### config.mk
export PLATFORM = sky130hd
export DESIGN_NAME = llhm_front
export DESIGN_NICKNAME = d
export VERILOG_FILES = /design/src/hw/rtl/latency_log2_histogram_monitor_core_assert.svh /design/src/hw/rtl/llhm_pkg.sv /design/src/hw/rtl/llhm_front.sv
export SDC_FILE = /design/constraint.sdc
export NUM_CORES = 1
export LEC_CHECK = 0
export BUFFER_PORTS_ARGS = -buffer_cell sky130_fd_sc_hd__buf_2
export CAP_MARGIN = 40
export CORE_AREA = 8 8 71 135
export DETAILED_ROUTE_END_ITERATION = 8
export DIE_AREA = 0 0 79 143
export PLACE_DENSITY = 0.85
export SLEW_MARGIN = 20
export SYNTH_ARGS = -nofsm -noshare
export SYNTH_HDL_FRONTEND = slang
export SYNTH_SLANG_ARGS = --single-unit
### constraint.sdc
create_clock -name i_clk -period 4.71 [get_ports i_clk]
set_input_delay 0.942 -clock i_clk [delete_from_list [all_inputs] [get_ports i_clk]]
set_output_delay 0.942 -clock i_clk [all_outputs]
set_load 0.005 [all_outputs]
### src/hw/rtl/latency_log2_histogram_monitor_core_assert.svh
// ---------------------------------------------------------------------------
// Assertion macros
// Shared concurrent assertion forms for the monitor core, clocked on i_clk.
// ---------------------------------------------------------------------------
`ifndef LATENCY_LOG2_HISTOGRAM_MONITOR_CORE_ASSERT_SVH
`define LATENCY_LOG2_HISTOGRAM_MONITOR_CORE_ASSERT_SVH

// same-cycle implication
`define LLHM_ASSERT_IMP(lbl, ante, cons) \
    lbl: assert property (@(posedge i_clk) disable iff (!i_rst_n) (ante) |-> (cons)) \
        else $error("llhm assertion failed");

// next-cycle implication
`define LLHM_ASSERT_NXT(lbl, ante, cons) \
    lbl: assert property (@(posedge i_clk) disable iff (!i_rst_n) (ante) |=> (cons)) \
        else $error("llhm assertion failed");

`endif

### src/hw/rtl/llhm_pkg.sv
// ---------------------------------------------------------------------------
// llhm_pkg
// Types, constants and helper functions of the latency histogram monitor.
// ---------------------------------------------------------------------------
package llhm_pkg;

    localparam int NUM_BUCKETS = 64;
    localparam int BKT_W       = 6;
    localparam logic [BKT_W-1:0] LAST_BUCKET = 6'd63;
    localparam int Q_DEPTH     = 4;
    localparam int Q_CNT_W     = 3;
    localparam int Q_PTR_W     = 2;
    localparam logic [31:0] SAT32 = 32'hFFFF_FFFF;

    localparam logic OP_RECORD = 1'b0;
    localparam logic OP_READ   = 1'b1;

    localparam logic [1:0] REG_ENABLE = 2'd0;
    localparam logic [1:0] REG_PCT_A  = 2'd1;
    localparam logic [1:0] REG_PCT_B  = 2'd2;
    localparam logic [1:0] REG_PCT_C  = 2'd3;

    typedef struct packed {
        logic             op;
        logic             ok;      // metric id in range
        logic [4:0]       id;
        logic [63:0]      dur;
        logic [BKT_W-1:0] bkt;
    } t_entry;

    typedef struct packed {
        logic [31:0] calls;
        logic [63:0] sum;
        logic [63:0] peak;
    } t_stat;

    typedef struct packed {
        logic [6:0] pct_a;
        logic [6:0] pct_b;
        logic [6:0] pct_c;
    } t_cfg;

    typedef struct packed {
        logic        done;
        logic [4:0]  metric;
        logic [31:0] calls;
        logic [63:0] sum;
        logic [63:0] peak;
        logic [63:0] pct_a;
        logic [63:0] pct_b;
        logic [63:0] pct_c;
    } t_result;

    // bit width of v, capped at the last bucket
    function automatic logic [BKT_W-1:0] bucket_of(input logic [63:0] v);
        logic [6:0] w;
        w = 7'd0;
        for (int i = 0; i < 64; i++) begin
            if (v[i]) begin
                w = 7'(i + 1);
            end
        end
        if (w > 7'(LAST_BUCKET)) begin
            w = 7'(LAST_BUCKET);
        end
        return w[BKT_W-1:0];
    endfunction

    function automatic logic [63:0] bucket_bound(input logic [BKT_W-1:0] b);
        if (b == '0) begin
            return 64'd0;
        end else if (b == LAST_BUCKET) begin
            return '1;
        end
        return 64'd1 << b;
    endfunction

endpackage

### src/hw/rtl/llhm_front.sv
// ---------------------------------------------------------------------------
// llhm_front
// Takes commands, drops disabled or out-of-range records, finds the bucket.
// ---------------------------------------------------------------------------
module llhm_front #(
    parameter int NUM_METRICS = 32
) (
    input  logic                    i_clk,
    input  logic                    i_rst_n,
    input  logic                    i_start,
    input  logic                    i_opcode,
    input  logic [4:0]              i_metric_id,
    input  logic [63:0]             i_duration_ns,
    input  logic                    i_enable,
    input  logic                    i_clearing,
    input  logic [llhm_pkg::Q_CNT_W-1:0] i_q_count,
    output logic                    o_busy,
    output logic                    o_push,
    output llhm_pkg::t_entry        o_entry
);
    import llhm_pkg::*;

    logic   r_valid;
    t_entry r_entry;
    logic   ok;
    logic   take;

    // room for the staged command and a new one
    assign o_busy = i_clearing ||
                    ((i_q_count + Q_CNT_W'(r_valid)) >= Q_CNT_W'(Q_DEPTH));
    assign ok     = 9'(i_metric_id) < 9'(NUM_METRICS);
    assign take   = i_start && !o_busy &&
                    ((i_opcode == OP_READ) || (i_enable && ok));

    always_ff @(posedge i_clk) begin
        if (!i_rst_n) begin
            r_valid <= 1'b0;
        end else begin
            r_valid <= take;
        end
    end

    always_ff @(posedge i_clk) begin
        if (take) begin
            r_entry.op  <= i_opcode;
            r_entry.ok  <= ok;
            r_entry.id  <= i_metric_id;
            r_entry.dur <= i_duration_ns;
            r_entry.bkt <= bucket_of(i_duration_ns);
        end
    end

    assign o_push  = r_valid;
    assign o_entry = r_entry;

endmodule

==> results.py <==
metrics = {
    "run_status": {
        "status": "complete, no violations",
    },
    "global_routing": {
        "grt_pass1_vias": 2675,
        "antenna_found_initial": 0,
        "grt_max_degree": 43,
        "grt_overflow": 0,
        "grt_pass1_wl_um": 13600,
        "gr-usage-all-layers_pct": 15.8,
    },
    "sta": {
        "fmax_mhz": 400,
        "setup_viol": 0,
        "slew_violations": 0,
        "rsz0062_at_grt": "no",
        "hold_viol": 0,
        "maxSlewHeadroom_pct": 62.0,
        "fin_setup_tns_ns": 0,
        "finClkSkew_ns": 0.00505,
        "worstMarginPinSlew_ns": 0.565,
        "post-route-period-util_pct": 53.1,
        "hold_slack_ns": 0.798,
        "min_period_ns": 2.50,
    },
    "floorplanning": {
        "row_count": 46,
        "die_h_um": 143,
        "initial_core_util_pct": 39.6,
        "core_sq_um": 7830,
        "die-area_sq_um": 11300,
        "io_pins": 157,
        "die_w_um": 79,
    },
    "logic_synthesis": {
        "yosysWarnings": 0,
        "synth_area_per_cell_sq_um": 13.9,
        "syn_inst": 223,
        "synth_cell_types": 37,
        "syn-cell-area_sq_um": 3100,
        "synth_seq_cells": 77,
        "seq_area_frac_synth_pct": 74.2,
        "synth_nets": 301,
    },
    "drt": {
        "dr.pass1.iters": 7,
        "drtIter0Drc": 210,
        "ant_nets": 0,
        "drc": 0,
        "dr_total_vias": 2571,
        "viasPerCell": 5.24,
        "routedWlPerCell_um": 18.1,
        "routed_wl_um": 8880,
    },
    "critical_path": {
        "crit_path_start": "i_q_count[0]",
        "cp-endpoint": "o_busy",
        "cp.required_ns": 3.77,
        "r2r_cells": 5,
        "reg2reg_to": "o_entry[62]",
        "critPathKind": "in2out",
        "critical_path_arrival_ns": 1.56,
        "crit_path_max_fanout": 2,
        "worstSetupStartpointType": "input port",
        "ff2ff_setup_slack_ns": 3.05,
        "critPathCaptureType": "output port",
        "r2r-start": "o_push",
    },
    "pwr": {
        "vdd_ir_drop_max_mv": 0.263,
        "pwr-share-comb_pct": 7.7,
        "p_seq_share_pct": 48.7,
        "p_per_area_nw_per_um2": 367,
        "power_uw": 1600,
        "clockPowerShare_pct": 43.6,
        "p_leak_uw": 0.00174,
        "p_int_uw": 1280,
        "swShare_pct": 19.7,
        "p_switching_uw": 315,
    },
    "clock_tree": {
        "postCtsSetupBuffers": 0,
        "cts-root-buf": "clkbuf_16",
        "cts.repair.resized": 0,
        "htreeDepth": 3,
        "hold_buffers": 0,
        "path_clk_slew_ns": 0.05,
        "max-clock-path-buffers": 2,
        "cts_tree": "built",
        "insertion_delay_ns": 0.33,
        "clock_sinks": 77,
        "numCtsBuffers": 9,
    },
    "cells_and_area": {
        "num-nets-final": 468,
        "diodes": 0,
        "syn_to_final_growth_pct": 40.3,
        "drive_above_1_share_pct": 44.1,
    },
    "place": {
        "port_buffers": 155,
        "globalplace.congestion": 0.808,
        "dp_hpwl_um": 7300,
    },
    "min_path": {
        "min_path_type": "in2reg",
    },
    "run": {
        "maxCapViolations": 0,
    },
}
sequential cells by signal, indices dropped and copies added, names as in the netlist:
signal / flops
o_push: 1
o_entry: 76
stage by stage:
step / worst slack [ns] / std cells / utilization (%) / instance area (sq um)
after floorplan: 0.997 / 223 / - / 3110
after global placement: 1.89 / 474 / 51.3 / 4020
after detailed placement: 2.21 / 475 / 51.7 / 4050
after CTS: 2.21 / 491 / 55.6 / 4350
after global routing: 2.16 / 491 / 55.6 / 4350
final: 2.21 / 491 / 55.6 / 4350
worst max-delay path, stage by stage:
cell,delay [ns]
buf_2,0.09
nand3_1,0.09
xor2_1,0.15
nand2b_1,0.13
buf_2,0.15
final cells by class:
cell class / instances / area, sq um
Fill cell: 660 / 3470
Tap cell: 96 / 120
Sequential cell: 77 / 2300
Timing Repair Buffer: 157 / 823
Clock buffer: 10 / 229
Clock inverter: 6 / 77.6
Multi-Input combinational cell: 132 / 752
Inverter: 13 / 48.8
power groups by stage:
stage,logic [uW],clock network (uW),registers [uW]
5_1_grt,137,742,779
2_1_floorplan,34.6,0,797
4_1_cts,125,714,778
3_5_place_dp,124,0,793
6_report,124,696,778
3_3_place_gp,118,0,792
cell usage after synthesis:
| master | number | share of area (%) |
|---|---|---|
| edfxtp_1 | 76 | 74 |
| nor2_1 | 29 | 3.5 |
| inv_1 | 13 | 1.6 |
| nand2_1 | 13 | 1.6 |
| a21oi_1 | 12 | 1.9 |
| o21ai_0 | 10 | 1.6 |
| nor3_1 | 9 | 1.5 |
| nor4_1 | 9 | 1.8 |
| nand3_1 | 5 | 0.81 |
| nor2b_1 | 4 | 0.81 |
| o31ai_1 | 4 | 0.97 |
| a211oi_1 | 3 | 0.73 |
| a31oi_1 | 3 | 0.60 |
| nand2b_1 | 3 | 0.60 |
| nand4_1 | 2 | 0.40 |
| nor3b_1 | 2 | 0.48 |
| nor4_2 | 2 | 0.81 |
| o21ai_1 | 2 | 0.32 |
| o21bai_1 | 2 | 0.48 |
| o311ai_1 | 2 | 0.56 |
| o41ai_1 | 2 | 0.56 |
| a2111oi_0 | 1 | 0.28 |
| a211o_1 | 1 | 0.28 |
| a21boi_0 | 1 | 0.24 |
| a21boi_1 | 1 | 0.24 |
| a31o_1 | 1 | 0.28 |
| a32o_1 | 1 | 0.32 |
| and2_1 | 1 | 0.20 |
| buf_4 | 1 | 0.24 |
| conb_1 | 1 | 0.12 |
| dfxtp_1 | 1 | 0.65 |
| nor4_4 | 1 | 0.69 |
| o21a_1 | 1 | 0.24 |
| o311ai_0 | 1 | 0.28 |
| o32ai_1 | 1 | 0.28 |
| or3_1 | 1 | 0.20 |
| xor2_1 | 1 | 0.28 |
logic make-up (layout without fill, tap and decap cells):
logic type,Yosys count,count (layout),share of synthesized area [%]
other,1,1,0.121
AND/OR/NAND/NOR,81,81,13.3
buffers and inverters,14,186,1.81
XOR/XNOR,1,1,0.282
flip-flops,77,77,74.2
AO/OA/AOI/OAI,49,49,10.2
layer usage:
| metal | share of wire [%] | global-route usage, % | up-vias |
|---|---|---|---|
| li1 | - | - | 1204 |
| met1 | 37 | 17.2 | 1168 |
| met2 | 46 | 24.1 | 188 |
| met3 | 16 | 9.51 | 11 |
| met4 | 1.4 | 6.78 | 0 |
| met5 | 0 | 0 | - |
cell usage in the layout (no fill, tap or decap), types with 2 or more instances in the layout:
master | synthesis | layout
buf_2 | 0 | 155
edfxtp_1 | 76 | 76
nor2_1 | 29 | 28
nand2_1 | 13 | 13
inv_1 | 13 | 13
a21oi_1 | 12 | 12
o21ai_0 | 10 | 10
nor4_1 | 9 | 9
nor3_1 | 9 | 9
clkbuf_16 | 0 | 9
nand3_1 | 5 | 5
o31ai_1 | 4 | 4
nor2b_1 | 4 | 4
nand2b_1 | 3 | 3
a31oi_1 | 3 | 3
a211oi_1 | 3 | 3
nor4_2 | 2 | 2
o311ai_1 | 2 | 2
o41ai_1 | 2 | 2
nor3b_1 | 2 | 2
nand4_1 | 2 | 2
o21ai_1 | 2 | 2
o21bai_1 | 2 | 2
clkinv_1 | 0 | 2
clkinv_2 | 0 | 2
bufinv_16 | 0 | 2
worst min-delay path by stage:
stage	startpoint	endpoint	slack, ns	cells past startpoint
2_1_floorplan	i_duration_ns[4]	o_entry[10]	1.04	0
3_3_place_gp	o_push	o_entry[71]	0.98	4
3_5_place_dp	o_push	o_entry[70]	0.90	4
4_1_cts	i_metric_id[3]	o_entry[73]	0.78	1
5_1_grt	i_metric_id[4]	o_entry[74]	0.79	1
6_report	i_metric_id[3]	o_entry[73]	0.80	1
No activity file was read; power rests on OpenSTA's default activity.
