`config.mk`:
```
export PLATFORM = sky130hd
export DESIGN_NAME = llhm_queue
export DESIGN_NICKNAME = d
export VERILOG_FILES = /design/src/hw/rtl/latency_log2_histogram_monitor_core_assert.svh /design/src/hw/rtl/llhm_pkg.sv /design/src/hw/rtl/llhm_queue.sv
export SDC_FILE = /design/constraint.sdc
export NUM_CORES = 1
export LEC_CHECK = 0
export ABC_AREA = 0
export BUFFER_PORTS_ARGS = -buffer_cell sky130_fd_sc_hd__buf_2
export CORE_MARGIN = 2
export CORE_UTILIZATION = 55
export DETAILED_ROUTE_END_ITERATION = 8
export PLACE_DENSITY = 0.77
export SLEW_MARGIN = 25
export SYNTH_ARGS = -nofsm -noshare
export SYNTH_HDL_FRONTEND = slang
export SYNTH_SLANG_ARGS = --single-unit
```
`constraint.sdc`:
```
create_clock -name i_clk -period 7.19 [get_ports i_clk]
set_input_delay 0.3595 -clock i_clk [delete_from_list [all_inputs] [get_ports i_clk]]
set_output_delay 0.3595 -clock i_clk [all_outputs]
set_load 0.02 [all_outputs]
```
`src/hw/rtl/latency_log2_histogram_monitor_core_assert.svh`:
```
// ---------------------------------------------------------------------------
// Assertion macros
// Shared concurrent assertion forms for the monitor core, clocked on i_clk.
// ---------------------------------------------------------------------------
`ifndef LATENCY_LOG2_HISTOGRAM_MONITOR_CORE_ASSERT_SVH
`define LATENCY_LOG2_HISTOGRAM_MONITOR_CORE_ASSERT_SVH

// same-cycle implication
`define LLHM_ASSERT_IMP(lbl, ante, cons) \
    lbl: assert property (@(posedge i_clk) disable iff (!i_rst_n) (ante) |-> (cons)) \
        else $error("llhm assertion failed");

// next-cycle implication
`define LLHM_ASSERT_NXT(lbl, ante, cons) \
    lbl: assert property (@(posedge i_clk) disable iff (!i_rst_n) (ante) |=> (cons)) \
        else $error("llhm assertion failed");

`endif

```
`src/hw/rtl/llhm_pkg.sv`:
```
// ---------------------------------------------------------------------------
// llhm_pkg
// Types, constants and helper functions of the latency histogram monitor.
// ---------------------------------------------------------------------------
package llhm_pkg;

    localparam int NUM_BUCKETS = 64;
    localparam int BKT_W       = 6;
    localparam logic [BKT_W-1:0] LAST_BUCKET = 6'd63;
    localparam int Q_DEPTH     = 4;
    localparam int Q_CNT_W     = 3;
    localparam int Q_PTR_W     = 2;
    localparam logic [31:0] SAT32 = 32'hFFFF_FFFF;

    localparam logic OP_RECORD = 1'b0;
    localparam logic OP_READ   = 1'b1;

    localparam logic [1:0] REG_ENABLE = 2'd0;
    localparam logic [1:0] REG_PCT_A  = 2'd1;
    localparam logic [1:0] REG_PCT_B  = 2'd2;
    localparam logic [1:0] REG_PCT_C  = 2'd3;

    typedef struct packed {
        logic             op;
        logic             ok;      // metric id in range
        logic [4:0]       id;
        logic [63:0]      dur;
        logic [BKT_W-1:0] bkt;
    } t_entry;

    typedef struct packed {
        logic [31:0] calls;
        logic [63:0] sum;
        logic [63:0] peak;
    } t_stat;

    typedef struct packed {
        logic [6:0] pct_a;
        logic [6:0] pct_b;
        logic [6:0] pct_c;
    } t_cfg;

    typedef struct packed {
        logic        done;
        logic [4:0]  metric;
        logic [31:0] calls;
        logic [63:0] sum;
        logic [63:0] peak;
        logic [63:0] pct_a;
        logic [63:0] pct_b;
        logic [63:0] pct_c;
    } t_result;

    // bit width of v, capped at the last bucket
    function automatic logic [BKT_W-1:0] bucket_of(input logic [63:0] v);
        logic [6:0] w;
        w = 7'd0;
        for (int i = 0; i < 64; i++) begin
            if (v[i]) begin
                w = 7'(i + 1);
            end
        end
        if (w > 7'(LAST_BUCKET)) begin
            w = 7'(LAST_BUCKET);
        end
        return w[BKT_W-1:0];
    endfunction

    function automatic logic [63:0] bucket_bound(input logic [BKT_W-1:0] b);
        if (b == '0) begin
            return 64'd0;
        end else if (b == LAST_BUCKET) begin
            return '1;
        end
        return 64'd1 << b;
    endfunction

endpackage

```
`src/hw/rtl/llhm_queue.sv`:
```
// ---------------------------------------------------------------------------
// llhm_queue
// Short FIFO between the classifier and the statistics engine.
// ---------------------------------------------------------------------------
module llhm_queue (
    input  logic                    i_clk,
    input  logic                    i_rst_n,
    input  logic                    i_push,
    input  llhm_pkg::t_entry        i_entry,
    input  logic                    i_pop,
    output llhm_pkg::t_entry        o_entry,
    output logic                    o_empty,
    output logic [llhm_pkg::Q_CNT_W-1:0] o_count
);
    import llhm_pkg::*;

    t_entry               r_mem [Q_DEPTH];
    logic [Q_PTR_W-1:0]   r_wr;
    logic [Q_PTR_W-1:0]   r_rd;
    logic [Q_CNT_W-1:0]   r_cnt;

    always_ff @(posedge i_clk) begin
        if (!i_rst_n) begin
            r_wr  <= '0;
            r_rd  <= '0;
            r_cnt <= '0;
        end else begin
            if (i_push) begin
                r_wr <= r_wr + 1'b1;
            end
            if (i_pop) begin
                r_rd <= r_rd + 1'b1;
            end
            r_cnt <= r_cnt + Q_CNT_W'(i_push) - Q_CNT_W'(i_pop);
        end
    end

    always_ff @(posedge i_clk) begin
        if (i_push) begin
            r_mem[r_wr] <= i_entry;
        end
    end

    assign o_entry = r_mem[r_rd];
    assign o_empty = (r_cnt == '0);
    assign o_count = r_cnt;

endmodule

```
==> out/metrics.yaml, run 1 <==
synth_top_area_share: 0.799
rrSetupSlack_ns: 5.07
viasPerCell: 5.53
grt_max_degree: 47
final_nets: 714
dr.pass1.iters: 4
yosysTopAreaCell: "edfxtp_1"
cts_max_level: 1
met2_usage: 0.301
drive_gt1_frac: 0.449
drtIter0Drc: 270
track_usage: 0.182
period_minus_slack_ns: 3.37
die_x_um: 149
met3_usage: 0.0456
final_core_util: 0.656
hold-path-cell-count: 1
tns_ns: 0
pre_cts_ws_ns: 4.29
worstPathRequired_ns: 6.83
ys_seq_elements: 317
gp_congestion: 0.692
finalSetupViolCount: 0
cts_setup_buffers: 0
grt_busiest_layer: "met2"
pin_count: 162
fin_worst_skew_ns: 0.00903
r2r_cells: 3
stdcell_area_um2: 13700
grt_antenna_before_repair: 2
maxClockFrequency_mhz: 297
clock_path_buffers: 3
cts_tree: "yes"
synthToLayoutAreaGrowth_pct: 18.0
tightest_slew_ns: 0.923
hold_class: "primary input to flip-flop"
clk_pin_slew_worst_paths_ns: 0.06
via_count: 5123
nFillCells: 1358
cp_slowest_cell: "buf_4"
path_max_fanout: 46
placed_cell_area_um2: 12600
numClockSinks: 317
syn_avg_cell_area_um2: 26.0
use_met1: 0.250
syn-cell-area_um2: 11600
setup_ws_ns: 3.82
synth_cell_types: 20
rr_endpoint: "r_mem[3][69]"
slew_violations: 0
core_area_um2: 20800
wire_per_inst_um: 21.5
critPathCaptureType: "primary output"
path_cells: "buf_4 > mux4_2 > buf_2"
port_buffers: 161
drc: 0
leakage_nw: 4.63
slew_headroom: 0.385
cts_hold_buf: 0
ant_nets: 0
hold_ws_ns: 0.0340
die_h_um: 149
die-area_um2: 22200
routed_wl_mm: 20.0
maxCapViolations: 0
ir_drop_uv: 242
post_cts_resized: 0
final_common_cell: "edfxtp_1"
rows: 53
cp_data_arrival_time_ns: 3.01
synth.area.top_cells: "edfxtp_1 80%, mux4_2 15%, dfxtp_1 1.6%, buf_12 0.69%, ha_1 0.65%"
crit_type: "flip-flop to primary output"
mostFrequentLayoutCells: "308 x edfxtp_1, 161 x buf_2, 77 x mux4_2"
ys_warn_count: 0
clk_latency_ns: 0.54
start_kind: "flip-flop"
cts-root-buf: "clkbuf_16"
ys_seq_area_frac: 0.814
syn_nets: 533
status: "finished clean"
worst_path_largest_cell_delay_ns: 0.81
place_hpwl_mm: 12.0
hold_viol_final: 0
grt_first_pass_wirelength_mm: 30.7
grt_setup_unrepaired: "false"
post-route-period-util: 0.469
start_util: 0.556
grt_pass1_vias: 5533
cp-endpoint: "o_entry[73]"
grt_overflow: 0
powerDensity_nw_per_um2: 305
synth_cells: 445
rr_startpoint: "r_wr[0]"
cts_inserted_buffers: 30
==> critical path, delay by kind of cell (launching register included) <==
family | cells | cell delay [ns]
buf+inv | 2 | 0.99
flops | 1 | 0.76
mux | 1 | 0.64
==> logic make-up after synthesis <==
kind of cell               count (synthesis)  synth area share
DFF                                      317             0.814
muxes                                     78             0.151
buffers and inverters                     25            0.0162
and+or+nand+nor                           13           0.00594
adders and majority gates                  7           0.00821
xor gates and xnor gates                   3           0.00357
AOI/OAI and AO/OA                          2           0.00130
==> worst min path at each step <==
stage                start  slack, ns      endpoint
2_1_floorplan   i_entry[0]       0.46   r_mem[0][0]
3_3_place_gp       r_rd[1]       0.50     flip-flop
3_5_place_dp       r_rd[1]       0.52     flip-flop
6_report       i_entry[57]       0.03  r_mem[1][57]
4_1_cts        i_entry[57]      0.006  r_mem[0][57]
5_1_grt        i_entry[57]      0.009  r_mem[3][57]
==> metal layers <==
layer  vias to the layer above  part of all wire
met1                      2673              0.41
li1                       2262                 -
met5                         -                 0
met4                         0             0.014
met2                       162              0.50
met3                        26             0.070
==> state kept, by name, summed over array words and instances (netlist names), named ones only <==
signal	cells
r_rd	2
o_count	3
r_wr	2
r_mem	308
==> cell usage after synthesis <==
master / number
fa_1: 1
nor2_1: 5
xor3_1: 1
clkbuf_1: 4
xnor2_1: 2
edfxtp_1: 308
a21bo_2: 1
buf_2: 5
inv_1: 7
and2_1: 6
mux4_2: 77
nor3_1: 1
buf_12: 4
buf_4: 4
nand3b_1: 1
ha_1: 6
dfxtp_1: 9
mux2i_1: 1
buf_6: 1
a21oi_1: 1
==> cell type report <==
cell class / instances / area [um2] / share of cell area
Inverter: 7 / 26.3 / 0.00192
Clock inverter: 18 / 209 / 0.0153
Tap cell: 275 / 344 / 0.0252
Clock buffer: 38 / 802 / 0.0587
Timing Repair Buffer: 167 / 863 / 0.0632
Sequential cell: 317 / 9440 / 0.691
Multi-Input combinational cell: 103 / 1970 / 0.145
Antenna cell: 2 / 5.00 / 0.000366
==> power by group <==
part / total [mW] / internal, mW / switching [mW]
registers: 2.16 / 2.12 / 0.0408
logic: 0.424 / 0.179 / 0.245
clock network: 1.58 / 0.963 / 0.618
total: 4.17 / 3.27 / 0.903
==> stage by stage <==
stage,power [mW],std cells
CTS,4.22,925
global placement,2.61,868
floorplan,2.48,445
global route,4.32,926
detailed placement,2.63,869
finish,4.17,927
No activity file was read; power rests on OpenSTA's default activity.
==> inputs of run 2 (changes only) <==
==> constraint.sdc (replaced) <==
create_clock -name i_clk -period 3.2 [get_ports i_clk]
set_input_delay 0.16 -clock i_clk [delete_from_list [all_inputs] [get_ports i_clk]]
set_output_delay 0.16 -clock i_clk [all_outputs]
set_load 0.02 [all_outputs]
==> run 2 against run 1 <==
Core utilization increased by 3.9 points. Design area up 6.0%. Clock power is 120% higher. Global-route usage up 0.93 points. Via count grew 6.7%. Critical endpoint is now o_entry[76]. Critical path type unchanged. Power rose by 120%.
==> out/metrics.yaml, run 2 (synthesis results as in run 1) <==
final_common_cell: "edfxtp_1"
r2r_cells: 4
core_area_um2: 20800
powerDensity_nw_per_um2: 646
rr_endpoint: "r_mem[1][64]"
ant_nets: 0
cts_inserted_buffers: 30
finalSetupViolCount: 0
port_buffers: 161
grt_overflow: 0
die-area_um2: 22200
cp_data_arrival_time_ns: 2.24
cp-endpoint: "o_entry[76]"
n_antenna_cell: 0
critPathCaptureType: "primary output"
wire_per_inst_um: 20.8
dr.pass1.iters: 4
start_kind: "flip-flop"
via_count: 5466
track_usage: 0.192
die_x_um: 149
pre_cts_ws_ns: 1.29
period_minus_slack_ns: 2.40
status: "finished clean"
slew_headroom: 0.463
worstPathRequired_ns: 3.04
clk_latency_ns: 0.53
grt_first_pass_wirelength_mm: 32.4
rrSetupSlack_ns: 1.32
rr_startpoint: "r_wr[1]"
maxCapViolations: 0
final_nets: 793
maxClockFrequency_mhz: 416
crit_type: "flip-flop to primary output"
synthToLayoutAreaGrowth_pct: 25.0
tightest_slew_ns: 0.805
drive_gt1_frac: 0.408
grt_setup_unrepaired: "false"
dp_cells: 869
start_util: 0.556
hold_viol_final: 0
pin_count: 162
tns_ns: 0
ir_drop_uv: 505
cts_max_level: 1
slew_violations: 0
rows: 53
layoutNonFillerInstCount: 1003
clock_path_buffers: 3
hold_class: "primary input to flip-flop"
grt_max_degree: 78
cts_tree: "yes"
gp_congestion: 0.700
clk_pin_slew_worst_paths_ns: 0.06
path_max_fanout: 77
numClockSinks: 317
place_hpwl_mm: 11.5
regMostFlops: "r_mem"
routed_wl_mm: 20.9
cts-root-buf: "clkbuf_16"
drtIter0Drc: 389
drc: 0
grt_antenna_before_repair: 0
mostFrequentLayoutCells: "308 x edfxtp_1, 161 x buf_2, 79 x dlygate4sd3_1"
leakage_nw: 4.96
setup_ws_ns: 0.796
fin_worst_skew_ns: 0.0123
viasPerCell: 5.45
grt_pass1_vias: 6079
die_h_um: 149
post-route-period-util: 0.751
cts_setup_buffers: 0
largest_reg_flops: 308
final_core_util: 0.695
==> run 2: cell types whose count changed in the layout (fill, tap and decap cells not counted), sizes merged <==
cell,previous run,this run
dlygate4sd3,0,79
clkbuf,38,35
clkinvlp,0,3
bufinv,5,3
diode,2,0
clkinv,13,14
==> run 2: routing by layer <==
layer  wire [um]  share of wire  track usage  up-vias
met5           0              0            0        -
met4         456          0.022       0.0467        0
met3        1210          0.058       0.0373       32
met2       10500           0.50        0.331      192
met1        8660           0.42        0.257     2816
li1            -              -            -     2426
==> run 2: worst min path at each step <==
| stage | startpoint | to | slack, ns | cells past startpoint |
|---|---|---|---|---|
| finish | i_push | r_wr[0] | 0.02 | 3 |
| global route | i_push | r_wr[0] | 0.02 | 3 |
| CTS | i_push | r_wr[0] | 0.002 | 3 |
| detailed placement | i_entry[29] | r_mem[2][29] | 0.38 | 1 |
| global placement | i_entry[15] | r_mem[0][15] | 0.37 | 1 |
| floorplan | i_entry[0] | r_mem[0][0] | 0.26 | 0 |
==> run 2: area by class of cell <==
class | instances | area, um2
Fill cell | 1302 | 6340
Clock inverter | 20 | 183
Tap cell | 275 | 344
Clock buffer | 35 | 801
Timing Repair Buffer | 246 | 1720
Sequential cell | 317 | 9440
Multi-Input combinational cell | 103 | 1970
Inverter | 7 | 26.3
==> run 2: what timing repair did <==
| action | 4_1_cts | 5_1_grt |
|---|---|---|
| hold buffers | 79 | 0 |
| hold endpoints to repair | 317 | 0 |
| gates resized for setup | 0 | 0 |
==> run 2: critical path, stage by stage, from the launching register on <==
cell     delay, ns
dfxtp_4       0.35
buf_12        0.50
mux4_2        0.63
buf_2         0.18
==> run 2: report_power, final <==
part | switching (mW) | total [mW] | internal [mW]
registers | 0.0650 | 4.84 | 4.77
clock network | 1.42 | 3.45 | 2.03
logic | 0.597 | 1.07 | 0.476
total | 2.08 | 9.35 | 7.27
==> run 2: stage by stage <==
stage	instance area (um2)	hold slack [ns]	power, mW
detailed placement	12700	0.378	5.93
finish	14500	0.0229	9.35
CTS	14500	0.00160	9.44
floorplan	11600	0.259	5.58
global placement	12700	0.368	5.90
global route	14500	0.0187	9.68
==> inputs of run 3 (changes only) <==
==> constraint.sdc (replaced) <==
create_clock -name i_clk -period 2.4 [get_ports i_clk]
set_input_delay 0.12 -clock i_clk [delete_from_list [all_inputs] [get_ports i_clk]]
set_output_delay 0.12 -clock i_clk [all_outputs]
set_load 0.02 [all_outputs]
==> run 3 against run 2 <==
Worst hold slack better by 0.30 ns. Via count is 0.60% higher. Global-route usage is 0.65 points higher. Critical path depth stayed put. Clock skew is 0.0047 ns lower. Critical path type unchanged.
==> out/metrics.yaml, run 3 (synthesis results as in run 1) <==
status: "finished clean"
cts-root-buf: "clkbuf_16"
die-area_um2: 22200
clk_latency_ns: 0.53
clock_path_buffers: 3
via_count: 5499
grt_antenna_before_repair: 0
cpLargestDelayFamily: "multiplexers"
hold_ws_ns: 0.325
drive_gt1_frac: 0.414
ir_drop_uv: 930
slew_headroom: 0.615
tns_ns: 0
clk_pin_slew_worst_paths_ns: 0.06
pin_count: 162
maxClockFrequency_mhz: 443
path_cells: "buf_16 > mux4_2 > buf_2"
cts_tree: "yes"
fin_worst_skew_ns: 0.00758
grt_overflow: 0
leakage_nw: 5.04
timing.critical_path.buf_inv: 2
drtIter0Drc: 337
wire_per_inst_um: 21.2
largest_reg_flops: 308
hold_class: "primary input to flip-flop"
dr.pass1.iters: 4
start_util: 0.556
post-route-period-util: 0.941
cts_max_level: 1
slew_violations: 0
routed_wl_mm: 21.5
synthToLayoutAreaGrowth_pct: 26.3
final_nets: 804
die_h_um: 149
viasPerCell: 5.42
powerDensity_nw_per_um2: 871
grt_setup_unrepaired: "false"
cp_slowest_cell: "mux4_2"
pre_cts_ws_ns: 0.615
start_kind: "flip-flop"
final_core_util: 0.703
mostFrequentLayoutCells: "308 x edfxtp_1, 161 x buf_2, 80 x dlygate4sd3_1"
gp_congestion: 0.745
grt_first_pass_wirelength_mm: 33.3
final_common_cell: "edfxtp_1"
n_antenna_cell: 0
tightest_slew_ns: 0.578
finalSetupViolCount: 0
crit_type: "flip-flop to primary output"
drc: 0
regMostFlops: "r_mem"
hold_viol_final: 0
numClockSinks: 317
ant_nets: 0
rows: 53
critPathCaptureType: "primary output"
grt_max_degree: 78
die_x_um: 149
place_hpwl_mm: 12.5
period_minus_slack_ns: 2.26
cp_data_arrival_time_ns: 2.14
path_max_fanout: 32
maxCapViolations: 0
core_area_um2: 20800
worst_path_largest_cell_delay_ns: 0.58
track_usage: 0.198
setup_ws_ns: 0.141
worstPathRequired_ns: 2.28
cts_inserted_buffers: 31
port_buffers: 161
grt_pass1_vias: 6033
[run 3: cell count changes in the layout (fill, tap and decap cells not counted), sizes merged]
cell / before / now
clkinvlp: 3 / 2
bufinv: 3 / 4
dlygate4sd3: 79 / 80
clkinv: 14 / 8
buf: 167 / 176
clkbuf: 35 / 43
[run 3: timing repair]
item                                   4_1_cts  5_1_grt
setup endpoints to repair                    0       17
gates resized for setup                      0        2
hold buffers                                80        0
endpoints found under the hold margin      317        0
setup buffers                                0        0
[run 3: metrics by stage]
step / power, mW / std cells / cell area [um2]
after floorplan: 7.43 / 445 / 11600
after CTS: 12.8 / 1015 / 14600
after global placement: 7.87 / 878 / 12800
after detailed placement: 7.94 / 878 / 12800
after global routing: 13.2 / 1015 / 14600
final: 12.7 / 1015 / 14600
[run 3: worst paths after layout]
path,start,to,slack (ns),cells past startpoint
max,flip-flop,o_entry[24],0.14,3
min,i_entry[70],r_mem[0][70],0.32,2
max reg2reg,o_count[0],o_count[2],0.61,7
min reg2reg,r_rd[0],flip-flop,0.55,2
[run 3: where the power goes]
group          internal (mW)  switching [mW]  total, mW
clock                   2.92            1.90       4.82
sequential              6.36           0.108       6.47
combinational          0.661           0.793       1.45
total                   9.94            2.80       12.7
[run 3: final cells by class]
| class | count | area [um2] |
|---|---|---|
| Sequential cell | 317 | 9440 |
| Fill cell | 1266 | 6190 |
| Timing Repair Buffer | 256 | 1820 |
| Inverter | 7 | 26.3 |
| Multi-Input combinational cell | 103 | 1970 |
| Tap cell | 275 | 344 |
| Clock inverter | 14 | 171 |
| Clock buffer | 43 | 861 |
[run 3: worst reg2reg max path, stage by stage (launching register included)]
cell and delay, ns:
dfxtp_1 0.40, inv_1 0.07, ha_1 0.28, inv_1 0.04, ha_1 0.20, fa_1 0.41, xor3_1 0.20, nor2_1 0.13
[run 3: metal layers]
layer / vias to the layer above / wire [um] / global-route usage
met5: - / 0 / 0
met4: 0 / 441 / 0.0495
met2: 194 / 10700 / 0.331
li1: 2436 / - / -
met1: 2831 / 9020 / 0.274
met3: 38 / 1350 / 0.0410
